## config.mk

```make
export PLATFORM = sky130hd
export DESIGN_NAME = lap_run_timer_flat
export DESIGN_NICKNAME = d
export VERILOG_FILES = /design/src/rtl/lrt_pkg.sv /design/src/rtl/lrt_if.sv /design/src/rtl/lrt_front.sv /design/src/rtl/lrt_queue.sv /design/src/rtl/lrt_back.sv /design/src/rtl/lap_run_timer.sv /design/src/flat_wrapper.sv
export SDC_FILE = /design/constraint.sdc
export NUM_CORES = 1
export LEC_CHECK = 0
export ABC_CLOCK_PERIOD_IN_PS = 6480
export BUFFER_PORTS_ARGS = -buffer_cell sky130_fd_sc_hd__buf_2
export CORE_UTILIZATION = 35
export DETAILED_ROUTE_END_ITERATION = 8
export PLACE_DENSITY_LB_ADDON = 0.3
export SYNTH_ARGS = -nofsm -noshare
export SYNTH_HDL_FRONTEND = slang
export SYNTH_HIERARCHICAL = 1
export SYNTH_SLANG_ARGS = --single-unit
```

## constraint.sdc

```tcl
create_clock -name clk -period 6.48 [get_ports clk]
set_clock_uncertainty 0.1 [all_clocks]
set_input_delay 0.648 -clock clk [delete_from_list [all_inputs] [get_ports clk]]
set_output_delay 0.648 -clock clk [all_outputs]
set_load 0.02 [all_outputs]
```

## src/rtl/lrt_pkg.sv

```systemverilog
// Shared types and constants of the lap and run timer.
`default_nettype none
package lrt_pkg;

  localparam int unsigned TIME_W = 32;
  localparam int unsigned IDX_W  = 4;

  // Configuration port
  localparam int unsigned APB_AW = 3;
  localparam int unsigned APB_DW = 32;
  localparam logic REG_OPERATION_MODE = 1'b0;
  localparam logic REG_SENSOR_MODE    = 1'b1;

  // Field codes
  localparam logic OP_LAP      = 1'b0;
  localparam logic OP_RUN      = 1'b1;
  localparam logic SENS_SINGLE = 1'b0;
  localparam logic SENS_DUAL   = 1'b1;
  localparam logic ACT_GATE    = 1'b0;
  localparam logic ACT_STOP    = 1'b1;

  // Command queue between classifier and executor
  localparam int unsigned Q_DEPTH = 2;
  localparam int unsigned Q_AW    = 1;

  typedef enum logic [2:0] {
    CMD_NONE,
    CMD_LAP,
    CMD_RUN,
    CMD_DSTART,
    CMD_DSTOP
  } cmd_code_t;

  typedef struct packed {
    cmd_code_t         code;
    logic [TIME_W-1:0] t;
  } cmd_t;

  typedef struct packed {
    logic operation_mode;
    logic sensor_mode;
  } cfg_t;

endpackage
`default_nettype wire

```

## src/rtl/lrt_if.sv

```systemverilog
// Channel interfaces: gate crossings in, lap results out.
`default_nettype none
interface lrt_gate_if;
  logic        valid;
  logic        ready;
  logic        action;
  logic [31:0] event_ms;

  modport source (output valid, output action, output event_ms, input ready);
  modport sink   (input valid, input action, input event_ms, output ready);
endinterface

interface lrt_res_if;
  logic        valid;
  logic        ready;
  logic        lap_done;
  logic [3:0]  done_index;
  logic [31:0] done_start_ms;
  logic [31:0] done_end_ms;
  logic        run_started;

  modport source (output valid, output lap_done, output done_index, output done_start_ms,
                  output done_end_ms, output run_started, input ready);
  modport sink   (input valid, input lap_done, input done_index, input done_start_ms,
                  input done_end_ms, input run_started, output ready);
endinterface
`default_nettype wire

```

## src/rtl/lrt_front.sv

```systemverilog
// Front stage: accepts gate crossings and classifies them into commands.
`default_nettype none
module lrt_front import lrt_pkg::*; (
  input  wire logic   clk,
  input  wire logic   rst,
  input  wire cfg_t   cfg,
  lrt_gate_if.sink    crossing,
  output logic        push_valid,
  input  wire logic   push_ready,
  output cmd_t        push_data
);

  logic      f_valid;
  cmd_t      f_cmd;
  cmd_code_t code;
  logic      take;

  assign crossing.ready = !f_valid || push_ready;
  assign take           = crossing.valid && crossing.ready;
  assign push_valid     = f_valid;
  assign push_data      = f_cmd;

  always_comb begin
    if (cfg.operation_mode == OP_LAP) begin
      code = (cfg.sensor_mode == SENS_SINGLE && crossing.action == ACT_GATE) ? CMD_LAP
                                                                             : CMD_NONE;
    end else if (cfg.sensor_mode == SENS_SINGLE) begin
      code = (crossing.action == ACT_GATE) ? CMD_RUN : CMD_NONE;
    end else begin
      code = (crossing.action == ACT_GATE) ? CMD_DSTART : CMD_DSTOP;
    end
  end

  always_ff @(posedge clk) begin
    if (rst) begin
      f_valid <= 1'b0;
    end else if (take) begin
      f_valid <= 1'b1;
    end else if (push_ready) begin
      f_valid <= 1'b0;
    end
  end

  always_ff @(posedge clk) begin
    if (take) begin
      f_cmd.code <= code;
      f_cmd.t    <= crossing.event_ms;
    end
  end

endmodule
`default_nettype wire

```

## src/rtl/lrt_queue.sv

```systemverilog
// Short command queue between the front and back stages.
`default_nettype none
module lrt_queue import lrt_pkg::*; (
  input  wire logic clk,
  input  wire logic rst,
  input  wire logic push_valid,
  output logic      push_ready,
  input  wire cmd_t push_data,
  output logic      pop_valid,
  input  wire logic pop_ready,
  output cmd_t      pop_data
);

  cmd_t            entries [Q_DEPTH];
  logic [Q_AW-1:0] wr_ptr;
  logic [Q_AW-1:0] rd_ptr;
  logic [Q_AW:0]   count;
  logic            push;
  logic            pop;

  assign push_ready = (count != (Q_AW+1)'(Q_DEPTH));
  assign pop_valid  = (count != '0);
  assign pop_data   = entries[rd_ptr];
  assign push       = push_valid && push_ready;
  assign pop        = pop_valid && pop_ready;

  always_ff @(posedge clk) begin
    if (rst) begin
      wr_ptr <= '0;
      rd_ptr <= '0;
      count  <= '0;
    end else begin
      if (push) begin
        wr_ptr <= wr_ptr + 1'b1;
      end
      if (pop) begin
        rd_ptr <= rd_ptr + 1'b1;
      end
      unique case ({push, pop})
        2'b10:   count <= count + 1'b1;
        2'b01:   count <= count - 1'b1;
        default: count <= count;
      endcase
    end
  end

  always_ff @(posedge clk) begin
    if (push) begin
      entries[wr_ptr] <= push_data;
    end
  end

endmodule
`default_nettype wire

```

## src/rtl/lrt_back.sv

```systemverilog
// Back stage: executes commands against the lap ring and registers the result.
`default_nettype none
module lrt_back import lrt_pkg::*; #(
  parameter int unsigned MAX_LAPS = 16
) (
  input  wire logic clk,
  input  wire logic rst,
  input  wire logic pop_valid,
  output logic      pop_ready,
  input  wire cmd_t pop_data,
  lrt_res_if.source result
);

  localparam int unsigned SLOT_W = (MAX_LAPS > 1) ? $clog2(MAX_LAPS) : 1;

  // Only the current slot's start time is ever read, and it is written whenever
  // the slot moves, so one register holds it; end times matter only as set/unset.
  logic [SLOT_W-1:0]   slot;
  logic [SLOT_W-1:0]   slot_next;
  logic [SLOT_W-1:0]   slot_eff;
  logic [SLOT_W-1:0]   slot_inc;
  logic                active;
  logic                active_next;
  logic [TIME_W-1:0]   cur_start;
  logic [TIME_W-1:0]   start_next;
  logic [TIME_W-1:0]   start_eff;
  logic [MAX_LAPS-1:0] end_set;
  logic                end_zero;
  logic                end_wr;
  logic                end_val;
  logic                pop;

  logic                r_done;
  logic [IDX_W-1:0]    r_idx;
  logic [TIME_W-1:0]   r_start;
  logic [TIME_W-1:0]   r_end;
  logic                r_run;

  assign pop_ready = !result.valid || result.ready;
  assign pop       = pop_valid && pop_ready;

  always_comb begin
    slot_eff    = active ? slot : '0;
    start_eff   = active ? cur_start : '0;
    slot_inc    = (slot_eff == SLOT_W'(MAX_LAPS - 1)) ? '0 : slot_eff + 1'b1;
    end_zero    = !end_set[slot_eff];
    active_next = active;
    slot_next   = slot;
    start_next  = cur_start;
    end_wr      = 1'b0;
    end_val     = 1'b0;
    r_done      = 1'b0;
    r_idx       = '0;
    r_start     = '0;
    r_end       = '0;
    r_run       = 1'b0;

    unique case (pop_data.code)
      CMD_LAP: begin
        active_next = 1'b1;
        start_next  = pop_data.t;
        if (!active) begin
          slot_next = '0;
        end else begin
          r_done    = 1'b1;
          r_idx     = IDX_W'(slot_eff);
          r_start   = start_eff;
          r_end     = pop_data.t;
          end_wr    = 1'b1;
          end_val   = (pop_data.t != '0);
          slot_next = slot_inc;
        end
      end
      CMD_RUN: begin
        if (!active) begin
          active_next = 1'b1;
          slot_next   = '0;
          start_next  = pop_data.t;
          end_wr      = 1'b1;
        end else if (end_zero && cur_start != '0) begin
          r_done     = 1'b1;
          r_idx      = IDX_W'(slot_eff);
          r_start    = start_eff;
          r_end      = pop_data.t;
          end_wr     = 1'b1;
          end_val    = (pop_data.t != '0);
          slot_next  = slot_inc;
          start_next = '0;
        end else if (cur_start == '0) begin
          start_next = pop_data.t;
          end_wr     = 1'b1;
          r_run      = 1'b1;
        end
      end
      CMD_DSTART: begin
        // first event of either gate opens slot zero with its start cleared
        active_next = 1'b1;
        slot_next   = slot_eff;
        start_next  = start_eff;
        if (start_eff == '0) begin
          start_next = pop_data.t;
          end_wr     = 1'b1;
          r_run      = 1'b1;
        end
      end
      CMD_DSTOP: begin
        active_next = 1'b1;
        slot_next   = slot_eff;
        start_next  = start_eff;
        if (end_zero && start_eff != '0) begin
          r_done     = 1'b1;
          r_idx      = IDX_W'(slot_eff);
          r_start    = start_eff;
          r_end      = pop_data.t;
          end_wr     = 1'b1;
          end_val    = (pop_data.t != '0);
          slot_next  = slot_inc;
          start_next = '0;
        end
      end
      CMD_NONE: begin
        active_next = active;
      end
      default: begin
        active_next = active;
      end
    endcase
  end

  always_ff @(posedge clk) begin
    if (rst) begin
      active       <= 1'b0;
      slot         <= '0;
      cur_start    <= '0;
      end_set      <= '0;
      result.valid <= 1'b0;
    end else begin
      if (pop) begin
        active    <= active_next;
        slot      <= slot_next;
        cur_start <= start_next;
        if (end_wr) begin
          end_set[slot_eff] <= end_val;
        end
        result.valid <= 1'b1;
      end else if (result.ready) begin
        result.valid <= 1'b0;
      end
    end
  end

  always_ff @(posedge clk) begin
    if (pop) begin
      result.lap_done      <= r_done;
      result.done_index    <= r_idx;
      result.done_start_ms <= r_start;
      result.done_end_ms   <= r_end;
      result.run_started   <= r_run;
    end
  end

  a_flags_exclusive: assert property (@(posedge clk) disable iff (rst)
    result.valid |-> !(result.lap_done && result.run_started))
    else $error("lap close and run start reported together");

  a_slot_range: assert property (@(posedge clk) disable iff (rst)
    slot <= SLOT_W'(MAX_LAPS - 1))
    else $error("current slot beyond ring");

  a_idle_fields_zero: assert property (@(posedge clk) disable iff (rst)
    (result.valid && !result.lap_done) |->
      (result.done_index == '0 && result.done_start_ms == '0 && result.done_end_ms == '0))
    else $error("lap fields set without a closed lap");

  a_inactive_no_close: assert property (@(posedge clk) disable iff (rst)
    (pop && !active) |=> !result.lap_done)
    else $error("lap closed before timing was active");

endmodule
`default_nettype wire

```

## src/rtl/lap_run_timer.sv

```systemverilog
// Top level of the gate-driven lap and run timer.
// Takes one gate crossing per clock unless back-pressure stalls it, and returns
// exactly one result per crossing, in order; each crossing passes through the
// front register, the command queue and the result register. The sustained rate
// is one item per cycle when nothing stalls, set by the read-modify-write of the
// current lap slot in the back stage. A two-entry command queue sits between the
// classifying front stage and the back stage, so either side may stall without
// blocking the other. The lap ring is held in flip-flops and cleared by reset;
// no clearing pass is needed. Registers: operation_mode at byte address 0,
// sensor_mode at byte address 4; write them only while the block is idle.
`default_nettype none
module lap_run_timer import lrt_pkg::*; #(
  parameter int unsigned MAX_LAPS = 16
) (
  input  wire logic              clk,
  input  wire logic              rst,
  input  wire logic              psel,
  input  wire logic              penable,
  input  wire logic              pwrite,
  input  wire logic [APB_AW-1:0] paddr,
  input  wire logic [APB_DW-1:0] pwdata,
  output logic      [APB_DW-1:0] prdata,
  output logic                   pready,
  lrt_gate_if.sink               crossing,
  lrt_res_if.source              result
);

  cfg_t cfg;
  logic push_valid;
  logic push_ready;
  cmd_t push_data;
  logic pop_valid;
  logic pop_ready;
  cmd_t pop_data;

  assign pready = 1'b1;
  assign prdata = (paddr[2] == REG_SENSOR_MODE) ? APB_DW'(cfg.sensor_mode)
                                                : APB_DW'(cfg.operation_mode);

  always_ff @(posedge clk) begin
    if (rst) begin
      cfg <= '0;
    end else if (psel && penable && pwrite && pready) begin
      unique case (paddr[2])
        REG_OPERATION_MODE: cfg.operation_mode <= pwdata[0];
        REG_SENSOR_MODE:    cfg.sensor_mode    <= pwdata[0];
        default:            cfg                <= cfg;
      endcase
    end
  end

  lrt_front u_front (
    .clk        (clk),
    .rst        (rst),
    .cfg        (cfg),
    .crossing   (crossing),
    .push_valid (push_valid),
    .push_ready (push_ready),
    .push_data  (push_data)
  );

  lrt_queue u_queue (
    .clk        (clk),
    .rst        (rst),
    .push_valid (push_valid),
    .push_ready (push_ready),
    .push_data  (push_data),
    .pop_valid  (pop_valid),
    .pop_ready  (pop_ready),
    .pop_data   (pop_data)
  );

  lrt_back #(
    .MAX_LAPS (MAX_LAPS)
  ) u_back (
    .clk       (clk),
    .rst       (rst),
    .pop_valid (pop_valid),
    .pop_ready (pop_ready),
    .pop_data  (pop_data),
    .result    (result)
  );

endmodule
`default_nettype wire

```

## src/flat_wrapper.sv

```systemverilog
// flat-port wrapper written by rule: the top's interface ports become plain ports
module lap_run_timer_flat import lrt_pkg::*;
#(
  parameter int unsigned MAX_LAPS = 16
)
  (clk, rst, psel, penable, pwrite, paddr, pwdata, prdata, pready, crossing_valid, crossing_action, crossing_event_ms, crossing_ready, result_valid, result_lap_done, result_done_index, result_done_start_ms, result_done_end_ms, result_run_started, result_ready);
  lrt_gate_if crossing_i ();
  lrt_res_if result_i ();
  input  wire logic clk;
  input  wire logic rst;
  input  wire logic psel;
  input  wire logic penable;
  input  wire logic pwrite;
  input  wire logic [APB_AW-1:0] paddr;
  input  wire logic [APB_DW-1:0] pwdata;
  output logic      [APB_DW-1:0] prdata;
  output logic pready;
  input wire logic [$bits(crossing_i.valid)-1:0] crossing_valid;
  input wire logic [$bits(crossing_i.action)-1:0] crossing_action;
  input wire logic [$bits(crossing_i.event_ms)-1:0] crossing_event_ms;
  output wire logic [$bits(crossing_i.ready)-1:0] crossing_ready;
  output wire logic [$bits(result_i.valid)-1:0] result_valid;
  output wire logic [$bits(result_i.lap_done)-1:0] result_lap_done;
  output wire logic [$bits(result_i.done_index)-1:0] result_done_index;
  output wire logic [$bits(result_i.done_start_ms)-1:0] result_done_start_ms;
  output wire logic [$bits(result_i.done_end_ms)-1:0] result_done_end_ms;
  output wire logic [$bits(result_i.run_started)-1:0] result_run_started;
  input wire logic [$bits(result_i.ready)-1:0] result_ready;
  assign crossing_i.valid = crossing_valid;
  assign crossing_i.action = crossing_action;
  assign crossing_i.event_ms = crossing_event_ms;
  assign crossing_ready = crossing_i.ready;
  assign result_valid = result_i.valid;
  assign result_lap_done = result_i.lap_done;
  assign result_done_index = result_i.done_index;
  assign result_done_start_ms = result_i.done_start_ms;
  assign result_done_end_ms = result_i.done_end_ms;
  assign result_run_started = result_i.run_started;
  assign result_i.ready = result_ready;
  lap_run_timer #(.MAX_LAPS(MAX_LAPS)) u_core (.clk(clk), .rst(rst), .psel(psel), .penable(penable), .pwrite(pwrite), .paddr(paddr), .pwdata(pwdata), .prdata(prdata), .pready(pready), .crossing(crossing_i), .result(result_i));
endmodule
```

# Word level (Yosys, flattened, before mapping)
# Memory sizes are Yosys's and may differ from the RTL's. A register that Yosys moved wholly into a read port is not among the register bits.
# Index checks and enable logic that the tools add are counted.
# totals
n_memories	1
reg_bits	166
out_inout_bits	105
wordCells	137
in_bits	75
ramBits	70
# classes
addsub	5
n_reduce_logical	31
n_eq_ne	10
mux	67
n_lt_le_gt_ge	2
bitwise_logic	3
# memory_table
name	words	word_bits	read_ports	rd_clocked_by_memory_dff	write_ports	line	source
u_core.u_queue.entries	2	35	1	1	1	lrt_queue.sv:14	cmd_t entries [Q_DEPTH];
# op_table
op	count
2-to-1 mux 32 bit	14
case mux 32 bit (3 select lines)	2
case mux 32 bit (4 select lines)	1
nonzero test 32 bit	3
logical NOT 32 bit	2
2-to-1 mux 4 bit	10
2-to-1 mux 1 bit	26
bitwise mux 16 bit	1
case mux 4 bit (4 select lines)	1
case mux 4 bit (3 select lines)	1
logical AND 1 bit	9
2-to-1 mux 3 bit	3
AND reduction 2 bit	4
nonzero test 2 bit	4
== test 3 x 2 -> 1 bit, second input constant	2
case mux 1 bit (3 select lines)	2
AND reduction 3 bit	2
less-than comparator 4 x 5 -> 1 bit, second input constant	1
adder 4 x 1 -> 4 bit, second input constant	1
binary-select mux 1 bit (select 4 bit)	1
demux 1 bit (select 4 bit)	1
== test 4 bit, second input constant	1
>= comparator 4 x 1 -> 1 bit, second input constant	1
!= test 4 bit, second input constant	1
18 further kinds	24

# Longest topological paths before layout
# Gate-level depths: netlist of run 1.
# depth
ltp_word	9
ltp_mapped	12
depth_no_buf	8

# By module
# The synthesis of run 1 kept the hierarchy.
# by_module_without_submodules
mod	n_inst	area_each_um2	cells_each	seq_area_each_um2
lrt_back	1	5323.9	472	3183.1
lrt_queue	1	2738.9	133	2202.1
lrt_front	1	1131.1	44	1071.0
lap_run_timer	1	352.8	44	40.0

# Least setup slack after synthesis of run 1
# OpenSTA, ideal clock, no wires.
# synth_path
path_kind	input-to-reg
from	input result_ready
to	register u_core.u_back.cur_start[10]
path_buffers	1
stages	7
t_required_ns	6.263
arrival_time_ns	3.969
setup_ns	0.117
slack_ns	2.294
path_cell_list	nand2b_1 > and2_1 > o21ai_0 > a41oi_1 > o22ai_1 > buf_2 > a22o_1
# synth_between
elab_chain_cells	3
# synth_rtl
item	line	source
start: declaration	flat_wrapper.sv:28	input wire logic [$bits(result_i.ready)-1:0] result_ready;
logical OR 1 bit	lrt_back.sv:39	assign pop_ready = !result.valid || result.ready;
logical AND 1 bit	lrt_back.sv:40	assign pop = pop_valid && pop_ready;
named net u_core.u_back.pop	lrt_back.sv:31	logic pop;
AND reduction 3 bit (no source line)	-	
end signal: assignment	lrt_back.sv:141	cur_start <= start_next;
end: declaration	lrt_back.sv:24	logic [TIME_W-1:0] cur_start;
# The timed path passes the listed nets, and every way through them passes these cells.
# A chain may end at the register's enable or synchronous reset.

==> results of run 1 <==
-- flip-flops by register name, summed over array words and instances, names as in the netlist, 2 cells and up, named ones only --
register	flops
u_core/u_back/result.done_index	4
u_core/u_back/result.done_start_ms	32
u_core/u_back/result.done_end_ms	32
u_core/cfg	2
u_core/u_back/end_set	16
u_core/u_queue/count	2
u_core/u_front/push_data	35
u_core/u_queue/entries	70
u_core/u_back/cur_start	32
u_core/u_back/slot	4
-- through the flow --
stage	power, mW	std cells
5_1_grt	5.00	1156
6_report	4.79	1156
3_3_place_gp	3.35	1111
2_1_floorplan	2.96	723
4_1_cts	4.83	1156
3_5_place_dp	3.37	1111
-- cells in the mapped netlist (all sizes together) (2+ instances only) --
cell | instances | share of area, %
nor2b | 3 | 0.20
ha | 5 | 0.66
a22o | 17 | 1.6
nor4 | 16 | 1.0
a21oi | 20 | 1.1
o211ai | 2 | 0.16
o22ai | 2 | 0.13
inv | 26 | 1.0
nand2 | 25 | 0.98
conb | 2 | 0.079
and3 | 71 | 4.7
or2 | 2 | 0.13
mux2i | 9 | 0.94
a22oi | 2 | 0.16
o21a | 3 | 0.24
a211o | 2 | 0.18
and2 | 6 | 0.42
mux2 | 36 | 4.2
xor2 | 2 | 0.18
clkbuf | 26 | 1.0
nand3 | 4 | 0.21
nor2 | 25 | 0.98
edfxtp | 175 | 55
xnor2 | 3 | 0.28
a311oi | 16 | 1.5
nor3b | 3 | 0.29
buf | 48 | 3.7
a31o | 17 | 1.6
nand4 | 6 | 0.39
dfxtp | 62 | 13
nand2b | 7 | 0.54
a211oi | 2 | 0.16
nor3 | 6 | 0.31
o21ai | 27 | 1.5
-- worst max-delay path, delay by kind of cell (launching register included) --
kind                   cells  cell delay, ns
DFF                        1            0.85
muxes                      1            0.43
AOI/OAI and AO/OA          3            1.09
and+or+nand+nor            3            1.32
buffers and inverters      2            0.53
-- area by class of cell --
type | count | area [um2]
fill | 2503 | 15800
sequential | 237 | 6500
multi-input combinational | 386 | 2620
clock buffer | 31 | 678
timing repair buffer | 121 | 623
tap | 341 | 427
clock inverter | 14 | 170
inverter | 26 | 97.6
-- power breakdown --
part	internal, mW	leakage (nW)	switching, mW	total, mW
logic	0.355	1.66	0.887	1.24
clock network	0.897	0.410	0.560	1.46
registers	1.96	2.17	0.132	2.09
total	3.21	4.25	1.58	4.79
-- metal layers --
| layer | GRT usage, % | part of all wire [%] | vias to the layer above |
|---|---|---|---|
| li1 | - | - | 2767 |
| met1 | 20.0 | 46 | 2736 |
| met2 | 22.7 | 46 | 177 |
| met3 | 2.17 | 5.2 | 32 |
| met4 | 4.99 | 2.3 | 0 |
| met5 | 0 | 0 | - |
-- worst min path at each step --
| stage | end | slack [ns] |
|---|---|---|
| 6_report | u_core/u_front/push_data[13]$_DFFE_PP_ | 0.21 |
| 3_3_place_gp | u_core/u_queue/entries[0][10]$_DFFE_PP_ | 0.32 |
| 3_5_place_dp | u_core/u_queue/entries[1][16]$_DFFE_PP_ | 0.33 |
| 5_1_grt | u_core/u_front/push_data[29]$_DFFE_PP_ | 0.19 |
| 4_1_cts | u_core/u_front/push_data[13]$_DFFE_PP_ | 0.19 |
| 2_1_floorplan | u_core/u_queue/entries[0][0]$_DFFE_PP_ | 0.32 |
-- placed cells by master, fill, tap and decap left out, types with 25 or more instances in the layout --
cell type  synthesis  final
nor2_1            25     25
buf_2              8    114
clkbuf_16          0     25
edfxtp_1         175    175
mux2_2            36     36
nand2_1           25     25
dfxtp_1           62     61
inv_1             26     25
and3_1            71     71
conb_1             2     32
-- logic make-up after synthesis --
family	Yosys count	synth area share, %
buf+inv	100	5.73
fa+ha+maj	5	0.655
other cells	2	0.0787
compound gates	119	9.17
mux	45	5.19
simple gates	180	10.7
flops	237	68.0
xor+xnor	5	0.459
==> results.cfg, run 1 <==
[run_status]
status = finished, final reports clean

[drt]
drt_iter0_markers = 475
drcViolationCount = 0
dr.pass1.iters = 6
routed_via_density = 4.94
postRouteAntennaNets = 0
vias = 5712
wl_per_cell_um = 17.8
finalWirelength_um = 20500

[floorplanning]
start_util_pct = 35.5
std_cell_rows = 60
core-area_mm2 = 0.0269
dieArea_mm2 = 0.0279
die_x_um = 167
die_h_um = 167
ios = 180

[setup_path]
crit_type = flip-flop to flip-flop
reg2reg_depth = 9
cp_max_fo = 18
reg2reg_slack_ns = 2.09
r2r_end = u_core/u_back/cur_start[5]$_SDFFE_PP0P_
start_kind = flip-flop
cp.required_ns = 6.84
cp-endpoint = u_core/u_back/cur_start[5]$_SDFFE_PP0P_
cp_data_arrival_time_ns = 4.76
slowest_delay_ns = 0.92
slowest_stage = nor2_1
crit_chain = buf_4, mux2_2, nor2_1, and2_1, o21a_1, o211a_1, inv_1, nor2_1, a22o_1
cp-end-kind = flip-flop
cp_common_cell = nor2_1

[clocking]
htree_levels = 1
clock_sinks = 237
cts-root-buf = clkbuf_16
cts_hold_buffers = 0
cts_tree = done
cts_setup_buffers = 0
clkLatencyLatePin_ns = 0.52
clkSlewWorstSetupHoldPaths_ns = 0.06
cts_resized = 0
clockBufferDepth = 3
cts_made_buffers = 25

[sta]
min_period_ns = 4.39
slew_violations = 0
relSlewSlack_pct = 15.8
timing.hold.ws_ns = 0.205
setup_viol = 0
worst_pin_slew_ns = 1.26
setup_ws_ns = 2.09
fmax_mhz = 228
rsz0062_at_grt = no
min_period_over_period_pct = 67.8
fin_tns_setup_ns = 0
finalHoldViolCount = 0

[finish]
area_growth_pct = 16.4
antennaDiodeCount = 0
stdcell_area_mm2 = 0.0111
layout-drive-gt1-share_pct = 26.1
nets = 877
fin_util_pct = 41.3

[global_route]
grt_pass1_wl_um = 31000
grt_pass1_vias = 5412
grt_overflow_total = 0
grt_max_degree = 85
antenna_found_initial = 0
track_usage_pct = 14.3

[power_and_ir_drop]
vdd_drop_max_uv = 220
p_leak_nw = 4.25
cellPowerDensity_mw_per_mm2 = 431

[synth]
synth_area_per_cell_um2 = 13.8
synthFlopType = edfxtp_1
syn_inst = 693
synth-edff-count = 175
yosysWarningCount = 6
syn-cell-area_mm2 = 0.00955
async_flop_share_pct = 0
synth_seq_cells = 237
ys_seq_area_share_pct = 68.0
synth_cell_types = 61

[placement]
place_hpwl_um = 13300
pre_cts_ws_ns = 2.10
io_buffers = 114
gp_congestion = 0.820
place_area_mm2 = 0.0103

[flow_run]
maxCapViolations = 0

[min_path]
holdCritPathClass = input port to flip-flop
holdPathStages = 1
hold_start = crossing_event_ms[13]
(Power assumes the default switching activity.)
==> run 2: changes to the inputs <==
- ABC_AREA: default -> 1
- ABC_CLOCK_PERIOD_IN_PS: 6480 -> 4250
- clock period: 6.48 -> 4.25 ns (I/O delays scaled with it)
==> run 2 against run 1 <==
The run now ends with DRC left; routed wire length up 19%; largest power group unchanged; sequential share of layout area shrank 7.5 points; non-clock buffer count grew 36; die area up 13%; highest routed layer unchanged; setup slack got worse by 0.95 ns; register-to-register slack got worse by 0.95 ns.
==> results.cfg, run 2 <==
[run_status]
status = finished, violations left
failed_checks = DRC

[finish]
nFillCells = 2940
largest_reg_flops = 70
antennaDiodeCount = 0
nets = 1284
layout_common_cells = nand2_1 (243), edfxtp_1 (175), buf_2 (114), inv_1 (107), nor2_1 (98)
largest_register = u_core/u_queue/entries
area_growth_pct = 17.6
instances_no_fill = 1619
layout_commonest_cell = nand2_1
layout-drive-gt1-share_pct = 20.2

[synth]
synth-edff-count = 175
synth_cell_types = 39
synth_seq_cells = 237
yosysTopAreaCellShare_pct = 48.4
syn-cell-area_mm2 = 0.0108
syn_inst = 1063
synthFlopType = edfxtp_1
yosys.area.top_type = edfxtp_1
synth_area_per_cell_um2 = 10.2
synth.most_common_cell = nand2_1
yosysWarningCount = 6
ys_seq_area_share_pct = 59.9
synth_top_cells_by_count = nand2_1 (243), edfxtp_1 (175), inv_1 (107)
yosys-top-cells-area = edfxtp_1 (48%), dfxtp_1 (11%), nand2_1 (8.4%), mux2_4 (4.2%), inv_1 (3.7%)
async_flop_share_pct = 0

[power_and_ir_drop]
p_leak_nw = 5.17
swShare_pct = 38.9
p_switching_mw = 3.51
cellPowerDensity_mw_per_mm2 = 706
clock_power_share_pct = 25.0
vdd_drop_max_uv = 396
p_int_mw = 5.50
power.combinational.fraction_pct = 36.7
pwr-share-seq_pct = 38.3

[setup_path]
start_kind = flip-flop
cp_common_cell = nand2_1
cp_max_fo = 34
crit_chain = buf_4, nand2_1, nand2_1, nor2_1, nand2_1, nor2_4, nand2_4, nand2_2, nand2_2, nand2_1, nand2_1, nand2_1, nand2_1, a21oi_1
slowest_stage = dfxtp_1
cp.required_ns = 4.55
slowest_delay_ns = 0.69
crit_type = flip-flop to flip-flop
cp_data_arrival_time_ns = 3.41
cp-end-kind = flip-flop

[global_route]
track_usage_pct = 15.5
grt_max_degree = 59
antenna_found_initial = 0
grt_pass1_wl_um = 38200
grt_overflow_total = 0
grt_pass1_vias = 7012

[sta]
relSlewSlack_pct = 34.3
slew_violations = 0
setup_viol = 0
finalHoldViolCount = 0
min_period_over_period_pct = 73.2
rsz0062_at_grt = no
min_period_ns = 3.11
setup_ws_ns = 1.14
worst_pin_slew_ns = 0.983
fmax_mhz = 321
fin_tns_setup_ns = 0

[flow_run]
maxCapViolations = 0

[placement]
io_buffers = 114
place_hpwl_um = 16700
pre_cts_ws_ns = 1.16
dp.cells = 1540
gp_congestion = 0.867

[clocking]
htree_levels = 1
cts_made_buffers = 26
cts_tree = done
clkSlewWorstSetupHoldPaths_ns = 0.06
clockBufferDepth = 3
clkLatencyLatePin_ns = 0.53
clock_sinks = 237
cts-root-buf = clkbuf_16

[floorplanning]
ios = 180
std_cell_rows = 64
die_h_um = 178
die_x_um = 178
core-area_mm2 = 0.0305
dieArea_mm2 = 0.0317
start_util_pct = 35.6

[min_path]
holdCritPathClass = input port to flip-flop

[drt]
wl_per_cell_um = 15.1
dr.pass1.iters = 9
postRouteAntennaNets = 0
vias = 7554
drt_iter0_markers = 539
routed_via_density = 4.67
drcViolationCount = 1
finalWirelength_um = 24400
==> run 2: changes by cell type after synthesis, moves of 17 or more <==
cell	change
nor3_1	+24
inv_1	+81
nor2_1	+75
and3_1	-71
a22o_1	-17
nand2_1	+218
nand3_1	+54
mux2_2	-31
o21ai_1	+27
mux2_4	+30
a21oi_1	+35
==> run 2: metrics by stage <==
step | hold WS, ns | total power, mW | utilization, % | area, um2
final | 0.109 | 9.01 | 41.8 | 12800
after global routing | 0.0968 | 9.55 | 41.8 | 12800
after CTS | 0.0825 | 9.11 | 41.8 | 12800
after detailed placement | 0.330 | 6.81 | 37.9 | 11600
after global placement | 0.324 | 6.78 | 37.9 | 11600
after floorplan | 0.321 | 6.02 | - | 11000
==> run 2: final timing paths <==
check | slack, ns | end | from | cells after the start
worst min register to register | 0.33 | u_core/u_queue/entries[0][22]$_DFFE_PP_ | u_core/u_front/push_data[22]$_DFFE_PP_ | 0
worst max-delay path | 1.14 | u_core/u_back/cur_start[16]$_SDFFE_PP0P_ | u_core/u_back/active$_SDFFE_PP0P_ | 14
worst max register to register | 1.14 | u_core/u_back/cur_start[16]$_SDFFE_PP0P_ | u_core/u_back/active$_SDFFE_PP0P_ | 14
worst min-delay path | 0.11 | u_core/u_front/push_valid$_SDFFE_PP0P_ | crossing_valid | 3
==> run 2: power by group through the flow <==
stage / Sequential (mW) / Combinational [mW] / Clock [mW]
floorplan: 3.84 / 2.18 / 0
global placement: 3.49 / 3.29 / 0
detailed placement: 3.50 / 3.31 / 0
CTS: 3.46 / 3.34 / 2.30
global route: 3.51 / 3.64 / 2.41
finish: 3.45 / 3.31 / 2.25
==> run 2: per-layer routing <==
metal,part of all wire (%),global-route usage (%),vias up
li1,-,-,3769
met1,46,22.1,3493
met2,45,24.5,265
met3,6.6,2.17,27
met4,1.8,3.92,0
met5,0,0,-
==> run 2: area by class of cell <==
cell class / instances / area (um2) / area share (%)
Tap cell: 396 / 495 / 3.88
Clock inverter: 10 / 139 / 1.09
Timing Repair Buffer: 157 / 986 / 7.73
Inverter: 116 / 439 / 3.44
Clock buffer: 37 / 722 / 5.66
Sequential cell: 237 / 6500 / 50.9
Multi-Input combinational cell: 666 / 3480 / 27.3
==> run 2: cell families after synthesis <==
kind of cell	share of synthesized area, %
and+or+nand+nor	19.8
DFF	59.9
buffers and inverters	9.31
AOI/OAI and AO/OA	5.67
muxes	4.67
adders and majority gates	0.577
other	0.0692
==> run 2: timing repair <==
action,4_1_cts,5_1_grt
hold buffers,32,0
buffers inserted,0,0
hold endpoints to repair,32,0
resized for setup,0,0
==> run 2: worst max-delay path, delay by kind of cell, from the launching register on <==
kind | cells | cell delay, ns
AND/OR/NAND/NOR | 12 | 1.66
flip-flops | 1 | 0.69
buffers and inverters | 1 | 0.45
AO/OA/AOI/OAI | 1 | 0.06
==> run 3: changes to the inputs <==
- ABC_CLOCK_PERIOD_IN_PS: 4250 -> 2700
- clock period: 4.25 -> 2.7 ns (I/O delays scaled with it)
==> run 3 against run 2 <==
The flow now finishes without violations; cell area rose by 2.3%; routed wire length shrank 0.81%; via count decreased by 0.16%; clock power grew 67%; critical endpoint is now u_core/u_back/end_set[8]$_SDFFE_PP0P_.
==> results.cfg, run 3 (same netlist as run 2, synthesis figures left out) <==
[finish]
largest_register = u_core/u_queue/entries
layout-drive-gt1-share_pct = 21.4
stdcell_area_mm2 = 0.0131
antennaDiodeCount = 0
regArea_mm2 = 0.00650
nets = 1301
instances_no_fill = 1638
area_growth_pct = 20.3
layout_common_cells = nand2_1 (243), edfxtp_1 (175), buf_2 (114), inv_1 (107), nor2_1 (98)
largest_reg_flops = 70
multi_input_area_mm2 = 0.00348
layout_commonest_cell = nand2_1
nFillCells = 2932

[global_route]
antenna_found_initial = 0
grt_pass1_wl_um = 38000
grt_pass1_vias = 7033
grt_max_degree = 87
grt_overflow_total = 0
track_usage_pct = 15.3

[floorplanning]
start_util_pct = 35.6
die_x_um = 178
die_h_um = 178
ios = 180
dieArea_mm2 = 0.0317
core-area_mm2 = 0.0305
std_cell_rows = 64

[power_and_ir_drop]
p_leak_nw = 5.31
power.combinational.fraction_pct = 37.6
p_switching_mw = 5.64
clock_power_share_pct = 25.6
swShare_pct = 38.5
power_mw = 14.6
p_int_mw = 8.99
cellPowerDensity_mw_per_mm2 = 1120
pwr-share-seq_pct = 36.8
vdd_drop_max_uv = 591

[sta]
relSlewSlack_pct = 59.8
timing.hold.ws_ns = 0.0504
fmax_mhz = 407
slew_violations = 0
worst_pin_slew_ns = 0.599
finalHoldViolCount = 0
min_period_over_period_pct = 90.9
rsz0062_at_grt = no
fin_tns_setup_ns = 0
setup_viol = 0
min_period_ns = 2.45

[clocking]
cts_tree = done
cts-root-buf = clkbuf_16
clockBufferDepth = 3
cts_made_buffers = 27
htree_levels = 1
clock_sinks = 237
clkSlewWorstSetupHoldPaths_ns = 0.06
clkLatencyLatePin_ns = 0.55

[setup_path]
cp-endpoint = u_core/u_back/end_set[8]$_SDFFE_PP0P_
reg2reg_slack_ns = 0.25
r2r_end = u_core/u_back/end_set[8]$_SDFFE_PP0P_
start_kind = flip-flop
cp.required_ns = 3.00
reg2reg_depth = 9
cp_data_arrival_time_ns = 2.75
cp_max_fo = 32
cp-end-kind = flip-flop
crit_type = flip-flop to flip-flop

[drt]
finalWirelength_um = 24200
dr.pass1.iters = 7
routed_via_density = 4.60
postRouteAntennaNets = 0
wl_per_cell_um = 14.8
vias = 7542
drcViolationCount = 0
drt_iter0_markers = 665

[placement]
place_hpwl_um = 16700
place_area_mm2 = 0.0117
gp_congestion = 0.859
io_buffers = 114
dp.cells = 1549

[min_path]
holdCritPathClass = input port to flip-flop

[run_status]
status = finished, final reports clean

[flow_run]
maxCapViolations = 0
[run 3: worst min-delay path by stage]
stage / to / slack [ns] / cells after the start / start
finish: u_core/cfg[1]$_SDFFE_PP0P_ / 0.05 / 6 / pwrite
detailed placement: u_core/u_queue/entries[0][16]$_DFFE_PP_ / 0.33 / 0 / u_core/u_front/push_data[16]$_DFFE_PP_
CTS: u_core/cfg[1]$_SDFFE_PP0P_ / 0.03 / 6 / pwrite
global placement: u_core/u_queue/entries[0][33]$_DFFE_PP_ / 0.33 / 0 / u_core/u_front/push_data[33]$_SDFFCE_PN0P_
floorplan: u_core/u_front/push_valid$_SDFFE_PP0P_ / 0.24 / 1 / rst
global route: u_core/cfg[1]$_SDFFE_PP0P_ / 0.06 / 5 / pwrite
[run 3: stage by stage]
step / worst slack [ns] / util [%]
final: 0.246 / 42.8
after global routing: 0.00916 / 42.8
after CTS: 0.228 / 42.7
after detailed placement: 0.239 / 38.4
after global placement: 0.269 / 38.4
after floorplan: 0.100 / -
[run 3: repair_timing]
item | CTS | global route
hold endpoints to repair | 38 | 0
resized for setup | 0 | 0
hold buffers | 38 | 0
setup buffers | 0 | 1
setup endpoints to repair | 0 | 5
[run 3: worst max-delay path, stage by stage (launching register included)]
cell and delay [ns]:
dfxtp_2 0.41, buf_12 0.26, mux2_2 0.43, nor4_1 0.27, nand4_1 0.16, nor3_1 0.22, buf_4 0.16, a21oi_4 0.08
nand3_1 0.13, a21oi_1 0.06
[run 3: power groups by stage]
stage / Sequential [mW] / Combinational [mW] / Clock [mW]
after floorplan: 6.01 / 3.44 / 0
after global placement: 5.47 / 5.40 / 0
after detailed placement: 5.48 / 5.44 / 0
after CTS: 5.40 / 5.50 / 3.85
after global routing: 5.47 / 6.01 / 3.99
final: 5.39 / 5.49 / 3.75
[run 3: final cells by class]
type / count / area share [%]
multi-input cells: 666 / 26.6
well taps: 396 / 3.80
clock buffers: 29 / 5.23
flip-flops and latches: 237 / 49.8
repair buffers: 173 / 9.35
clock inverters: 21 / 1.84
inverters: 116 / 3.36
[run 3: layer usage]
metal / up-vias / share of wire (%) / GRT usage (%)
met4: 0 / 2.4 / 4.91
met2: 208 / 44 / 23.6
met1: 3494 / 48 / 22.2
met5: - / 0 / 0
li1: 3802 / - / -
met3: 38 / 5.0 / 2.13
